### src/rtl/iee_pkg.sv
// Shared types, constants and microcode for the infix expression evaluator.
// Used by the channel interfaces, the arithmetic unit and the top level.
// No dependencies.
package iee_pkg;

  // Number format
  localparam int FRAC_BITS   = 16;
  localparam int VALUE_WIDTH = 48;
  localparam int CHAR_W      = 8;
  localparam int ACC_WIDTH   = 32;

  localparam logic [ACC_WIDTH-1:0] ACC_MAX = {ACC_WIDTH{1'b1}};

  // Number push: accumulator shifted into the fraction format
  localparam int PUSH_W = ACC_WIDTH + FRAC_BITS;
  localparam int CMP_W  = (PUSH_W > VALUE_WIDTH) ? PUSH_W : VALUE_WIDTH;

  // Multiplier: one chunk of the second operand per cycle
  localparam int MUL_CHUNK = 16;
  localparam int MUL_STEPS = (VALUE_WIDTH + MUL_CHUNK - 1) / MUL_CHUNK;
  localparam int MUL_PAD   = MUL_STEPS * MUL_CHUNK;
  localparam int PROD_W    = VALUE_WIDTH + MUL_PAD;

  // Divider: one quotient bit per cycle
  localparam int DIV_N  = VALUE_WIDTH + FRAC_BITS;
  localparam int CNT_W  = $clog2(DIV_N + 1);
  localparam int WIDE_W = PROD_W;

  typedef logic signed [VALUE_WIDTH-1:0] value_t;

  localparam value_t VALUE_MAX = {1'b0, {(VALUE_WIDTH-1){1'b1}}};
  localparam value_t VALUE_MIN = {1'b1, {(VALUE_WIDTH-1){1'b0}}};

  localparam logic [WIDE_W-1:0] LIM_POS = WIDE_W'({1'b0, {(VALUE_WIDTH-1){1'b1}}});
  localparam logic [WIDE_W-1:0] LIM_NEG = LIM_POS + WIDE_W'(1);

  // Characters
  localparam logic [CHAR_W-1:0] CH_PLUS  = 8'h2B;
  localparam logic [CHAR_W-1:0] CH_MINUS = 8'h2D;
  localparam logic [CHAR_W-1:0] CH_STAR  = 8'h2A;
  localparam logic [CHAR_W-1:0] CH_SLASH = 8'h2F;
  localparam logic [CHAR_W-1:0] CH_SPACE = 8'h20;
  localparam logic [CHAR_W-1:0] CH_ZERO  = 8'h30;
  localparam logic [CHAR_W-1:0] CH_NINE  = 8'h39;

  typedef enum logic [1:0] {
    OP_ADD,
    OP_SUB,
    OP_MUL,
    OP_DIV
  } op_t;

  typedef enum logic [1:0] {
    ST_OK,
    ST_MALFORMED,
    ST_DIV_ZERO,
    ST_OVERFLOW
  } status_t;

  typedef enum logic [1:0] {
    AS_IDLE,
    AS_MUL,
    AS_DIV,
    AS_FIN
  } alu_state_t;

  typedef struct packed {
    logic   start;
    op_t    op;
    value_t a;
    value_t b;
  } alu_req_t;

  typedef struct packed {
    logic   busy;
    value_t value;
    logic   ovf;
    logic   dz;
  } alu_rsp_t;

  // Overflow only replaces ok; malformed / divide by zero replace ok or overflow
  function automatic status_t raise_status(status_t cur, status_t s);
    status_t r;
    r = cur;
    if (s == ST_OVERFLOW) begin
      if (cur == ST_OK) r = ST_OVERFLOW;
    end else if (cur == ST_OK || cur == ST_OVERFLOW) begin
      r = s;
    end
    return r;
  endfunction

  function automatic logic [1:0] prio(op_t op);
    return (op == OP_MUL || op == OP_DIV) ? 2'd2 : 2'd1;
  endfunction

  // Microcode
  localparam int UPC_W = 5;

  typedef enum logic [3:0] {
    U_NOP,
    U_FETCH,
    U_DIGIT,
    U_BAD_OTHER,
    U_MARK_BAD,
    U_PUSH_NUM,
    U_ALU_START,
    U_RED_WRITE,
    U_PUSH_OP,
    U_FIN_PUSH,
    U_EMIT
  } uop_t;

  typedef enum logic [3:0] {
    C_NEVER,
    C_ALWAYS,
    C_NO_BEAT,
    C_DIGIT,
    C_OPER,
    C_IN_NUMBER,
    C_NO_REDUCE,
    C_ALU_BUSY,
    C_NOT_LAST,
    C_OUT_BLOCKED
  } cond_t;

  typedef struct packed {
    uop_t             uop;
    cond_t            cond;
    logic [UPC_W-1:0] target;
  } ucode_t;

  localparam logic [UPC_W-1:0] L_FETCH    = UPC_W'(0);
  localparam logic [UPC_W-1:0] L_DIGIT    = UPC_W'(4);
  localparam logic [UPC_W-1:0] L_OPER     = UPC_W'(5);
  localparam logic [UPC_W-1:0] L_OPOK     = UPC_W'(7);
  localparam logic [UPC_W-1:0] L_OPRED    = UPC_W'(8);
  localparam logic [UPC_W-1:0] L_OPWAIT   = UPC_W'(10);
  localparam logic [UPC_W-1:0] L_OPPUSH   = UPC_W'(12);
  localparam logic [UPC_W-1:0] L_LAST     = UPC_W'(13);
  localparam logic [UPC_W-1:0] L_FINRED   = UPC_W'(15);
  localparam logic [UPC_W-1:0] L_FINWAIT  = UPC_W'(17);
  localparam logic [UPC_W-1:0] L_EMITWAIT = UPC_W'(19);

  // Jump taken when cond holds, else fall through to the next step
  function automatic ucode_t ucode_rom(logic [UPC_W-1:0] addr);
    ucode_t w;
    w = '{uop: U_NOP, cond: C_ALWAYS, target: L_FETCH};
    case (addr)
      5'd0:  w = '{uop: U_FETCH,     cond: C_NO_BEAT,     target: L_FETCH};
      5'd1:  w = '{uop: U_NOP,       cond: C_DIGIT,       target: L_DIGIT};
      5'd2:  w = '{uop: U_NOP,       cond: C_OPER,        target: L_OPER};
      5'd3:  w = '{uop: U_BAD_OTHER, cond: C_ALWAYS,      target: L_LAST};
      5'd4:  w = '{uop: U_DIGIT,     cond: C_ALWAYS,      target: L_LAST};
      5'd5:  w = '{uop: U_NOP,       cond: C_IN_NUMBER,   target: L_OPOK};
      5'd6:  w = '{uop: U_MARK_BAD,  cond: C_ALWAYS,      target: L_LAST};
      5'd7:  w = '{uop: U_PUSH_NUM,  cond: C_NEVER,       target: L_FETCH};
      5'd8:  w = '{uop: U_NOP,       cond: C_NO_REDUCE,   target: L_OPPUSH};
      5'd9:  w = '{uop: U_ALU_START, cond: C_NEVER,       target: L_FETCH};
      5'd10: w = '{uop: U_NOP,       cond: C_ALU_BUSY,    target: L_OPWAIT};
      5'd11: w = '{uop: U_RED_WRITE, cond: C_ALWAYS,      target: L_OPRED};
      5'd12: w = '{uop: U_PUSH_OP,   cond: C_NEVER,       target: L_FETCH};
      5'd13: w = '{uop: U_NOP,       cond: C_NOT_LAST,    target: L_FETCH};
      5'd14: w = '{uop: U_FIN_PUSH,  cond: C_NEVER,       target: L_FETCH};
      5'd15: w = '{uop: U_NOP,       cond: C_NO_REDUCE,   target: L_EMITWAIT};
      5'd16: w = '{uop: U_ALU_START, cond: C_NEVER,       target: L_FETCH};
      5'd17: w = '{uop: U_NOP,       cond: C_ALU_BUSY,    target: L_FINWAIT};
      5'd18: w = '{uop: U_RED_WRITE, cond: C_ALWAYS,      target: L_FINRED};
      5'd19: w = '{uop: U_NOP,       cond: C_OUT_BLOCKED, target: L_EMITWAIT};
      5'd20: w = '{uop: U_EMIT,      cond: C_ALWAYS,      target: L_FETCH};
      default: w = '{uop: U_NOP,     cond: C_ALWAYS,      target: L_FETCH};
    endcase
    return w;
  endfunction

endpackage

### src/rtl/iee_char_if.sv
// Character input channel: valid/ready handshake with one character per beat.
// Depends on iee_pkg.
interface iee_char_if import iee_pkg::*; ();
  logic              valid;
  logic              ready;
  logic [CHAR_W-1:0] char_code;
  logic              last_char;

  modport source (output valid, char_code, last_char, input ready);
  modport sink   (input valid, char_code, last_char, output ready);
endinterface

### src/rtl/iee_result_if.sv
// Result output channel: valid/ready handshake with one value and status per beat.
// Depends on iee_pkg.
interface iee_result_if import iee_pkg::*; ();
  logic   valid;
  logic   ready;
  value_t result_value;
  logic [1:0] status;

  modport source (output valid, result_value, status, input ready);
  modport sink   (input valid, result_value, status, output ready);
endinterface

### src/rtl/iee_alu.sv
// Fixed point arithmetic unit: registered add/sub, chunked multiply,
// bit-serial restoring divide, saturation. Depends on iee_pkg.
module iee_alu import iee_pkg::*; (
  input  logic     clk,
  input  logic     rst,
  input  alu_req_t req,
  output alu_rsp_t rsp
);

  alu_state_t state, state_next;

  op_t                    op;
  logic                   neg;
  logic [VALUE_WIDTH-1:0] x;
  logic [MUL_PAD-1:0]     y;
  logic [PROD_W-1:0]      prod;
  logic [VALUE_WIDTH-1:0] dvsr;
  logic [VALUE_WIDTH-1:0] rem;
  logic [DIV_N-1:0]       quo;
  logic [CNT_W-1:0]       cnt;
  value_t                 value;
  logic                   ovf;
  logic                   dz;

  logic [VALUE_WIDTH-1:0] mag_a, mag_b;
  logic [VALUE_WIDTH:0]   sum;
  logic                   as_ovf;
  value_t                 as_value;

  logic [VALUE_WIDTH+MUL_CHUNK-1:0] partial;
  logic [PROD_W-1:0]                prod_next;

  logic [VALUE_WIDTH:0]   rem_sh, rem_diff;
  logic                   ge;
  logic [VALUE_WIDTH-1:0] rem_next;
  logic [DIV_N-1:0]       quo_next;

  logic [WIDE_W-1:0]      q, lim, qs;
  logic                   fin_ovf;
  logic [VALUE_WIDTH-1:0] fin_mag;
  value_t                 fin_value;

  function automatic logic [VALUE_WIDTH-1:0] mag(value_t v);
    return v[VALUE_WIDTH-1] ? (~v + VALUE_WIDTH'(1)) : v;
  endfunction

  assign mag_a = mag(req.a);
  assign mag_b = mag(req.b);

  // add / subtract with one guard bit
  always_comb begin
    if (req.op == OP_SUB) begin
      sum = {req.a[VALUE_WIDTH-1], req.a} - {req.b[VALUE_WIDTH-1], req.b};
    end else begin
      sum = {req.a[VALUE_WIDTH-1], req.a} + {req.b[VALUE_WIDTH-1], req.b};
    end
    as_ovf   = sum[VALUE_WIDTH] ^ sum[VALUE_WIDTH-1];
    as_value = as_ovf ? (sum[VALUE_WIDTH] ? VALUE_MIN : VALUE_MAX) : sum[VALUE_WIDTH-1:0];
  end

  // multiply: top chunk of y first
  assign partial   = x * y[MUL_PAD-1 -: MUL_CHUNK];
  assign prod_next = (prod << MUL_CHUNK) + PROD_W'(partial);

  // divide: one restoring step
  always_comb begin
    rem_sh   = {rem, quo[DIV_N-1]};
    rem_diff = rem_sh - {1'b0, dvsr};
    ge       = (rem_sh >= {1'b0, dvsr});
    rem_next = ge ? rem_diff[VALUE_WIDTH-1:0] : rem_sh[VALUE_WIDTH-1:0];
    quo_next = {quo[DIV_N-2:0], ge};
  end

  // saturate magnitude, apply sign
  always_comb begin
    q         = (op == OP_DIV) ? WIDE_W'(quo) : WIDE_W'(prod >> FRAC_BITS);
    lim       = neg ? LIM_NEG : LIM_POS;
    fin_ovf   = (q > lim);
    qs        = fin_ovf ? lim : q;
    fin_mag   = qs[VALUE_WIDTH-1:0];
    fin_value = neg ? (~fin_mag + VALUE_WIDTH'(1)) : fin_mag;
  end

  always_ff @(posedge clk) begin
    if (rst) begin
      state <= AS_IDLE;
    end else begin
      state <= state_next;
    end
  end

  always_comb begin
    state_next = state;
    case (state)
      AS_IDLE: begin
        if (req.start && req.op == OP_MUL) begin
          state_next = AS_MUL;
        end else if (req.start && req.op == OP_DIV && mag_b != '0) begin
          state_next = AS_DIV;
        end
      end
      AS_MUL: if (cnt == CNT_W'(1)) state_next = AS_FIN;
      AS_DIV: if (cnt == CNT_W'(1)) state_next = AS_FIN;
      AS_FIN: state_next = AS_IDLE;
      default: state_next = AS_IDLE;
    endcase
    rsp.busy  = (state != AS_IDLE);
    rsp.value = value;
    rsp.ovf   = ovf;
    rsp.dz    = dz;
  end

  always_ff @(posedge clk) begin
    case (state)
      AS_IDLE: begin
        if (req.start) begin
          op   <= req.op;
          neg  <= req.a[VALUE_WIDTH-1] ^ req.b[VALUE_WIDTH-1];
          x    <= mag_a;
          y    <= MUL_PAD'(mag_b);
          prod <= '0;
          dvsr <= mag_b;
          rem  <= '0;
          quo  <= DIV_N'(mag_a) << FRAC_BITS;
          ovf  <= ((req.op == OP_ADD) || (req.op == OP_SUB)) && as_ovf;
          dz   <= (req.op == OP_DIV) && (mag_b == '0);
          case (req.op)
            OP_ADD, OP_SUB: value <= as_value;
            OP_MUL: cnt <= CNT_W'(MUL_STEPS);
            OP_DIV: begin
              cnt <= CNT_W'(DIV_N);
              if (mag_b == '0) value <= '0;
            end
            default: value <= '0;
          endcase
        end
      end
      AS_MUL: begin
        prod <= prod_next;
        y    <= y << MUL_CHUNK;
        cnt  <= cnt - CNT_W'(1);
      end
      AS_DIV: begin
        rem <= rem_next;
        quo <= quo_next;
        cnt <= cnt - CNT_W'(1);
      end
      AS_FIN: begin
        value <= fin_value;
        ovf   <= fin_ovf;
      end
      default: value <= value;
    endcase
  end

endmodule

### src/rtl/infix_expression_evaluator_unit.sv
// Infix expression evaluator top level: microcoded sequencer over value/operator stacks.
// Each beat is latched and decoded by the microcode; an operator or the last beat first reduces
// the stacks through the arithmetic unit (add/sub, chunked multiply or divide).
// The slowest reduction is the bit-serial divide, one quotient bit per cycle.
// One beat in work at a time; the result register lets the next beat in while a result waits.
// Reset (synchronous, rst high) clears counts, status, accumulator and the result valid.
module infix_expression_evaluator_unit import iee_pkg::*; (
  input logic        clk,
  input logic        rst,
  iee_char_if.sink   chars,
  iee_result_if.source results
);

  // Sequencer
  logic [UPC_W-1:0] step, step_next;
  ucode_t           uc;
  logic             take;

  // Latched beat
  logic [CHAR_W-1:0] ch;
  logic              last;

  // Number and stacks: s0/t0 are the stack tops
  logic [ACC_WIDTH-1:0] acc;
  logic                 in_number;
  value_t               s0, s1, s2;
  logic [1:0]           vc;
  op_t                  t0, t1;
  logic [1:0]           oc;
  status_t              status;
  logic [1:0]           new_prio;

  // Result register
  logic    out_valid;
  value_t  out_value;
  status_t out_status;

  // Arithmetic unit
  alu_req_t alu_req;
  alu_rsp_t alu_rsp;

  // Decoded character
  logic is_digit, is_op;
  op_t  ch_op;

  // Digit accumulate
  logic [ACC_WIDTH-1:0] acc_eff;
  logic [ACC_WIDTH+3:0] dig_sum;
  logic                 dig_sat;

  // Number push
  logic [PUSH_W-1:0] push_raw;
  logic [CMP_W-1:0]  push_cmp;
  logic              push_sat;
  value_t            push_value;

  logic    can_reduce;
  logic    final_ok;
  status_t final_status;

  iee_alu u_alu (
    .clk (clk),
    .rst (rst),
    .req (alu_req),
    .rsp (alu_rsp)
  );

  always_comb begin
    is_digit = (ch >= CH_ZERO) && (ch <= CH_NINE);
    is_op    = (ch == CH_PLUS) || (ch == CH_MINUS) || (ch == CH_STAR) || (ch == CH_SLASH);
    case (ch)
      CH_PLUS:  ch_op = OP_ADD;
      CH_MINUS: ch_op = OP_SUB;
      CH_STAR:  ch_op = OP_MUL;
      default:  ch_op = OP_DIV;
    endcase
  end

  // acc*10 + digit as two shifts and two adds; saturates at all ones
  always_comb begin
    acc_eff = in_number ? acc : '0;
    dig_sum = ({4'b0, acc_eff} << 3) + ({4'b0, acc_eff} << 1)
            + (ACC_WIDTH+4)'(ch[3:0]);
    dig_sat = (dig_sum > (ACC_WIDTH+4)'(ACC_MAX));
  end

  always_comb begin
    push_raw   = PUSH_W'(acc) << FRAC_BITS;
    push_cmp   = CMP_W'(push_raw);
    push_sat   = (push_cmp > CMP_W'(VALUE_MAX));
    push_value = push_sat ? VALUE_MAX : push_cmp[VALUE_WIDTH-1:0];
  end

  // Reduce while the top operator binds at least as tightly as the pending one
  assign can_reduce = (vc == 2'd2 || vc == 2'd3) && (oc == 2'd1 || oc == 2'd2)
                      && (new_prio <= prio(t0));

  always_comb begin
    final_ok     = (vc == 2'd1) && (oc == 2'd0);
    final_status = final_ok ? status : raise_status(status, ST_MALFORMED);
  end

  assign uc   = ucode_rom(step);
  assign take = chars.valid && chars.ready;

  assign chars.ready = (uc.uop == U_FETCH) && !rst;

  assign alu_req.start = (uc.uop == U_ALU_START);
  assign alu_req.op    = t0;
  assign alu_req.a     = s1;
  assign alu_req.b     = s0;

  assign results.valid        = out_valid;
  assign results.result_value = out_value;
  assign results.status       = out_status;

  // Branch condition and next step
  always_comb begin
    logic hit;
    case (uc.cond)
      C_NEVER:       hit = 1'b0;
      C_ALWAYS:      hit = 1'b1;
      C_NO_BEAT:     hit = !chars.valid;
      C_DIGIT:       hit = is_digit;
      C_OPER:        hit = is_op;
      C_IN_NUMBER:   hit = in_number;
      C_NO_REDUCE:   hit = !can_reduce;
      C_ALU_BUSY:    hit = alu_rsp.busy;
      C_NOT_LAST:    hit = !last;
      C_OUT_BLOCKED: hit = out_valid && !results.ready;
      default:       hit = 1'b1;
    endcase
    step_next = hit ? uc.target : step + UPC_W'(1);
  end

  // Control state
  always_ff @(posedge clk) begin
    if (rst) begin
      step      <= L_FETCH;
      acc       <= '0;
      in_number <= 1'b0;
      vc        <= 2'd0;
      oc        <= 2'd0;
      status    <= ST_OK;
      out_valid <= 1'b0;
    end else begin
      step <= step_next;
      if (uc.uop == U_EMIT) begin
        out_valid <= 1'b1;
      end else if (results.ready) begin
        out_valid <= 1'b0;
      end
      case (uc.uop)
        U_DIGIT: begin
          acc       <= dig_sat ? ACC_MAX : dig_sum[ACC_WIDTH-1:0];
          in_number <= 1'b1;
          if (dig_sat) status <= raise_status(status, ST_OVERFLOW);
        end
        U_BAD_OTHER: begin
          if (ch != CH_SPACE) status <= raise_status(status, ST_MALFORMED);
        end
        U_MARK_BAD: status <= raise_status(status, ST_MALFORMED);
        U_PUSH_NUM: begin
          if (vc != 2'd3) vc <= vc + 2'd1;
          acc       <= '0;
          in_number <= 1'b0;
          if (push_sat) status <= raise_status(status, ST_OVERFLOW);
        end
        U_FIN_PUSH: begin
          if (in_number) begin
            if (vc != 2'd3) vc <= vc + 2'd1;
            acc       <= '0;
            in_number <= 1'b0;
            if (push_sat) status <= raise_status(status, ST_OVERFLOW);
          end else begin
            status <= raise_status(status, ST_MALFORMED);
          end
        end
        U_RED_WRITE: begin
          vc <= vc - 2'd1;
          oc <= oc - 2'd1;
          if (alu_rsp.dz) begin
            status <= raise_status(status, ST_DIV_ZERO);
          end else if (alu_rsp.ovf) begin
            status <= raise_status(status, ST_OVERFLOW);
          end
        end
        U_PUSH_OP: if (oc != 2'd2) oc <= oc + 2'd1;
        U_EMIT: begin
          acc       <= '0;
          in_number <= 1'b0;
          vc        <= 2'd0;
          oc        <= 2'd0;
          status    <= ST_OK;
        end
        default: ;
      endcase
    end
  end

  // Datapath payload
  always_ff @(posedge clk) begin
    if (take) begin
      ch   <= chars.char_code;
      last <= chars.last_char;
    end
    case (uc.uop)
      U_PUSH_NUM: begin
        new_prio <= prio(ch_op);
        if (vc != 2'd3) begin
          s0 <= push_value;
          s1 <= s0;
          s2 <= s1;
        end
      end
      U_FIN_PUSH: begin
        new_prio <= 2'd0;
        if (in_number && vc != 2'd3) begin
          s0 <= push_value;
          s1 <= s0;
          s2 <= s1;
        end
      end
      U_RED_WRITE: begin
        s0 <= alu_rsp.value;
        s1 <= s2;
        t0 <= t1;
      end
      U_PUSH_OP: begin
        if (oc != 2'd2) begin
          t0 <= ch_op;
          t1 <= t0;
        end
      end
      U_EMIT: begin
        out_status <= final_status;
        out_value  <= (final_status == ST_MALFORMED || final_status == ST_DIV_ZERO)
                      ? '0 : s0;
      end
      default: new_prio <= new_prio;
    endcase
  end

endmodule

### src/flat_wrapper.sv
// flat-port wrapper written by rule: the top's interface ports become plain ports
module infix_expression_evaluator_unit_flat import iee_pkg::*;
  (clk, rst, chars_valid, chars_char_code, chars_last_char, chars_ready, results_valid, results_result_value, results_status, results_ready);
  iee_char_if chars_i ();
  iee_result_if results_i ();
  input logic clk;
  input logic rst;
  input wire logic [$bits(chars_i.valid)-1:0] chars_valid;
  input wire logic [$bits(chars_i.char_code)-1:0] chars_char_code;
  input wire logic [$bits(chars_i.last_char)-1:0] chars_last_char;
  output wire logic [$bits(chars_i.ready)-1:0] chars_ready;
  output wire logic [$bits(results_i.valid)-1:0] results_valid;
  output wire logic [$bits(results_i.result_value)-1:0] results_result_value;
  output wire logic [$bits(results_i.status)-1:0] results_status;
  input wire logic [$bits(results_i.ready)-1:0] results_ready;
  assign chars_i.valid = chars_valid;
  assign chars_i.char_code = chars_char_code;
  assign chars_i.last_char = chars_last_char;
  assign chars_ready = chars_i.ready;
  assign results_valid = results_i.valid;
  assign results_result_value = results_i.result_value;
  assign results_status = results_i.status;
  assign results_i.ready = results_ready;
  infix_expression_evaluator_unit u_core (.clk(clk), .rst(rst), .chars(chars_i), .results(results_i));
endmodule
### config.mk
export PLATFORM = sky130hd
export DESIGN_NAME = infix_expression_evaluator_unit_flat
export DESIGN_NICKNAME = d
export VERILOG_FILES = /design/src/rtl/iee_pkg.sv /design/src/rtl/iee_char_if.sv /design/src/rtl/iee_result_if.sv /design/src/rtl/iee_alu.sv /design/src/rtl/infix_expression_evaluator_unit.sv /design/src/flat_wrapper.sv
export SDC_FILE = /design/constraint.sdc
export NUM_CORES = 2
export LEC_CHECK = 0
export BUFFER_PORTS_ARGS = -buffer_cell sky130_fd_sc_hd__buf_2
export CORE_MARGIN = 2
export CORE_UTILIZATION = 50
export DETAILED_ROUTE_END_ITERATION = 12
export PLACE_DENSITY = 0.65
export SLEW_MARGIN = 20
export SYNTH_ARGS = -nofsm -noshare
export SYNTH_HDL_FRONTEND = slang
export SYNTH_HIERARCHICAL = 1
export SYNTH_SLANG_ARGS = --single-unit
### constraint.sdc
create_clock -name clk -period 28.8 [get_ports clk]
set_input_delay 7.2 -clock clk [delete_from_list [all_inputs] [get_ports clk]]
set_output_delay 7.2 -clock clk [all_outputs]
set_load 0.02 [all_outputs]
[After elaboration in Yosys (flattened, before gate mapping)]
Memory sizes are Yosys's and may differ from the RTL's. A register that Yosys moved wholly into a read port is not among the register bits.
Cells that the tools add are included.
Operators by class
  $add $sub $neg: 15
  multipliers: 1
  order comparisons: 7
  equal/unequal tests: 57
  multiplexer cells: 73
  bitwise gates (word level): 5
  reductions and logical operators: 68
Operators with widths (count)
  48-bit 2-to-1 mux: 19
  48-bit one-hot mux with 2 select lines: 5
  48-bit one-hot mux with 3 select lines: 2
  96-bit one-hot mux with 2 select lines: 1
  48-bit NOT: 3
  64-bit one-hot mux with 2 select lines: 1
  48-bit by 2-bit adder with 48-bit output (second input constant): 2
  96-bit by 64-bit adder with 96-bit output: 1
  32-bit 2-to-1 mux: 3
  96-bit 2-to-1 mux: 1
  32-bit one-hot mux with 3 select lines: 1
  80-bit by 48-bit greater-than comparator with 1-bit output: 1
  80-bit 2-to-1 mux: 1
  48-bit by 16-bit multiplier with 64-bit output: 1
  64-bit 2-to-1 mux: 1
  48-bit by 48-bit adder with 49-bit output: 1
  49-bit by 48-bit >= comparator with 1-bit output: 1
  49-bit 2-to-1 mux: 1
  48-bit by 48-bit subtractor with 49-bit output: 1
  48-bit by 1-bit adder with 48-bit output (second input constant): 1
  48-bit by 47-bit greater-than comparator with 1-bit output (second input constant): 1
  48-bit zero test: 1
  48-bit nonzero test: 1
  48-bit subtractor: 1
  other kinds (51): 174
Storage, ports and cells
  flip-flop bits (word level): 668
  bits in read-only memories: 416
  output and inout port bits: 52
  logic and storage cells: 257
  memories kept: 1
Memories
  (name not given): depth 32, bits a word 13, rd ports 1, clocked after memory_dff 1, write ports 0, RTL line iee_pkg.sv:149  | case (addr)

[Logic depth before layout (Yosys ltp)]
  depth in word-level cells: 9
  mapped depth: 30
  gate-level depth less buffers: 25

[Cells and area by module]
The synthesis kept the hierarchy.
Modules (own cells, without submodules)
  iee_alu: times used 1, cells an instance 6043, area each 54657.4 µm²
  infix_expression_evaluator_unit: times used 1, cells an instance 1296, area each 13411.6 µm²

[Worst setup path after synthesis]
OpenSTA, ideal clock, no wires.
  path type: in2out
  from: in rst
  to: out chars_ready
  data arrival time: 8339 ps
  path slack: 13261 ps
  stages on the path: 3
  cells stage by stage: clkbuf_1 > clkbuf_1 > nor4_1
On the way
  word-level cells in the longest chain between the ends: 2
RTL lines
  start: declaration: RTL line flat_wrapper.sv:7  | input logic rst;
  1-bit zero test: RTL line infix_expression_evaluator_unit.sv:106  | assign chars.ready = (uc.uop == U_FETCH) && !rst;
  1-bit logical AND: RTL line infix_expression_evaluator_unit.sv:106
  end: declaration: RTL line flat_wrapper.sv:11  | output wire logic [$bits(chars_i.ready)-1:0] chars_ready;
No other way between the ends.

[Worst setup path in the final report]
Same ends and word-level chain as after synthesis.

==> impl_metrics.py <==
metrics = {
    "worst_setup_path": {
        "slowest_delay_ns": 0.52,
        "crit_arrival_ns": 8.29,
        "path_cells": "buf_2 > nor4_1 > buf_2",
        "endpoint_kind": "output port",
        "crit_fanout": 29,
        "path_common_cell": "buf_2",
        "slowest_stage": "nor4_1",
        "crit_type": "in2out",
        "crit_family": "buffers and inverters",
        "worstPathRequired_ns": 21.60,
        "critPathLaunchType": "input port",
        "cp_num_buf_inv": 2,
    },
    "placed_design": {
        "place_worst_setup_slack_ns": 13.31,
        "place_area_sq_um": 69960,
        "place_congestion": 1.011,
        "dpl.cell_count": 8896,
        "hpwlAfterDp_um": 161600,
        "io_buffers": 64,
    },
    "power": {
        "pwr-share-clk_pct": 17.1,
        "p_leak_nw": 31.74,
        "pwr-share-comb_pct": 62.0,
        "peakVddDrop_v": 0.00008838,
        "switching_share_pct": 47.15,
        "power_switching_mw": 2.773,
        "powerDensity_nw_per_um2": 81.11,
        "intPower_mw": 3.108,
        "sequentialPowerShare_pct": 20.9,
    },
    "routing": {
        "via_count": 53350,
        "drtAntennaViolNets": 0,
        "routed_wl_um": 209800,
        "viasPerCell": 5.903,
        "drt_pass1_iterations": 8,
        "drt_iter0_drc": 4610,
        "post_drt_wl_per_cell_um": 23.21,
        "drc": 0,
    },
    "timing": {
        "setup_tns_ns": 0,
        "grt_setup_unrepaired": "false",
        "max_freq_ghz": 0.06455,
        "hold_violations": 0,
        "drv_slew": 0,
        "finalClockSkew_ns": 0.03948,
        "setup_ws_ns": 13.31,
        "fin_crit_sh_pct": 53.79,
        "finalSetupViolations": 0,
        "max_slew.worst_pin.slew_ns": 1.155,
        "min_period_ns": 15.49,
        "relSlewSlack_pct": 22.48,
        "fin_hold_ws_ns": 0.4657,
    },
    "logic_synthesis": {
        "synth_area_leaders": "edfxtp_1 27%, fa_1 20%, ha_1 7.1%",
        "yosysUniqueCellTypes": 101,
        "async_flop_share_pct": 0,
        "synth_top_area_share_pct": 27.40,
        "synth_area_leader_cell": "edfxtp_1",
        "synth_top_cells_by_count": "1,046 x nand2_1, 1,022 x inv_1, 693 x fa_1",
        "syn-num-nets": 8431,
        "ys_ff_latch": 681,
        "ys_warn_count": 6,
        "synthMostInstantiatedCell": "nand2_1",
        "synth_area_per_cell_sq_um": 9.275,
        "synth-main-ff-cell": "edfxtp_1",
        "synth_edf_count": 621,
        "syn_area_sq_um": 68070,
        "postSynthCellCount": 7339,
        "ys_seq_area_share_pct": 29.16,
    },
    "floorplan": {
        "pin_count": 65,
        "die_y_um": 373.0,
        "std_cell_rows": 135,
        "die_x_um": 373.0,
        "start_util_pct": 50.31,
        "core_sq_um": 135300,
        "dieArea_sq_um": 139100,
    },
    "final_layout": {
        "nFillCells": 12290,
        "instances_no_fill": 9038,
        "drive_gt1_share_pct": 6.191,
        "synthToLayoutAreaGrowth_pct": 6.533,
        "final_area_sq_um": 72520,
        "fin_nets": 8286,
    },
    "clock_network": {
        "cts_hold_buf": 0,
        "cts_setup_buffers": 0,
        "cts_made_buffers": 77,
        "htree_levels": 3,
        "cts-root-buf": "clkbuf_16",
        "clock_path_buffers": 3,
        "cts.sinks": 681,
        "cts_tree": "built",
        "ctsResizeCount": 0,
        "cts.reportedPaths.clkPinSlew_ns": 0.06,
        "insertion_delay_ns": 0.67,
    },
    "grt": {
        "overflow": 0,
        "grt_max_degree": 87,
        "track_usage_pct": 30.28,
        "grt_pass1_wl_um": 325200,
        "grt_pass1_vias": 53200,
        "antenna_found_initial": 8,
    },
    "flow_run": {
        "max_cap_violations": 0,
    },
    "status": {
        "status": "finished clean",
    },
    "worst_hold_path": {
        "min_path_type": "reg2reg",
    },
}
==> stage by stage <==
stage               utilization [%]  total power [mW]
floorplan                         -             3.858
global placement              51.70             4.826
detailed placement            51.71             4.817
CTS                           53.58             5.866
global route                  53.59             6.335
finish                        53.60             5.881
==> logic make-up after synthesis <==
| logic type | synth area share (%) |
|---|---|
| multiplexers | 2.610 |
| AO/OA/AOI/OAI | 11.51 |
| buffers and inverters | 7.759 |
| XOR/XNOR | 4.413 |
| adder cells (fa/ha/maj) | 27.49 |
| flip-flops | 29.16 |
| AND/OR/NAND/NOR | 17.05 |
==> power groups by stage <==
stage / Clock, mW / Sequential [mW] / Combinational [mW]
2_1_floorplan: 0 / 1.23 / 2.63
3_3_place_gp: 0 / 1.25 / 3.58
3_5_place_dp: 0 / 1.25 / 3.57
4_1_cts: 1.03 / 1.22 / 3.61
5_1_grt: 1.06 / 1.23 / 4.05
6_report: 1.01 / 1.23 / 3.65
==> area by class of cell <==
class / count / area (sq um) / share of cell area (%)
timing repair buffer: 148 / 950.9 / 1.311
sequential: 681 / 19850 / 27.37
clock buffer: 95 / 2098 / 2.894
multi-input combinational: 5261 / 43080 / 59.41
tap: 1781 / 2228 / 3.073
clock inverter: 43 / 441.7 / 0.6091
antenna: 4 / 10.01 / 0.01380
inverter: 1025 / 3856 / 5.318
==> state kept, by name (all words and copies together), names as in the netlist, 5 cells and up <==
signal,count
u_core/u_alu/quo,64
u_core/u_alu/dvsr,48
u_core/u_alu/y,48
u_core/s2,48
u_core/results.result_value,48
u_core/s0,48
u_core/u_alu/value,48
u_core/u_alu/rem,48
u_core/step,5
u_core/uc,13
u_core/u_alu/prod,96
u_core/acc,32
u_core/s1,48
u_core/u_alu/x,48
u_core/u_alu/cnt,7
u_core/ch,8
==> final timing paths <==
path | start | end | slack (ns) | cells past startpoint
worst max-delay path | rst | chars_ready | 13.31 | 3
worst min-delay path | u_core/acc[25] | u_core/acc[25] | 0.47 | 2
worst max register to register | u_core/u_alu/y[46] | u_core/u_alu/prod[79] | 19.51 | 22
worst min register to register | u_core/acc[25] | u_core/acc[25] | 0.47 | 2
==> layer usage <==
metal / wire length, um / global-route usage [%] / part of all wire [%]
met1: 88360 / 41.30 / 42
met2: 95060 / 47.77 / 45
met3: 14630 / 3.677 / 7.0
met4: 11740 / 15.27 / 5.6
met5: 31 / 0 / 0.015
==> layout by cell type (no fill, tap or decap), drive strengths merged, types with 28 or more instances in the layout <==
cell type	synthesis	layout
or3	44	44
clkinv	1	28
ha	386	386
dfxtp	60	60
a21oi	357	357
clkbuf	342	95
or4	30	30
a31oi	39	39
nor2b	37	37
edfxtp	621	621
nand2	1046	1046
buf	30	148
inv	1024	1029
fa	693	693
mux2	84	84
and2	387	387
nor3	119	119
a211oi	46	46
nor4	59	59
mux2i	81	81
xnor2	226	226
xor2	117	117
a21o	125	125
o31ai	66	66
o21a	43	43
and3	41	41
nand2b	34	34
nand4	74	74
nand3	92	92
o21ai	335	335
nor2	392	392
==> tightest hold or removal path: stages (launching register included) <==
cell	delay (ns)
dfxtp_1	0.32
nand2_1	0.05
o21ai_1	0.05
(Power assumes the default switching activity.)
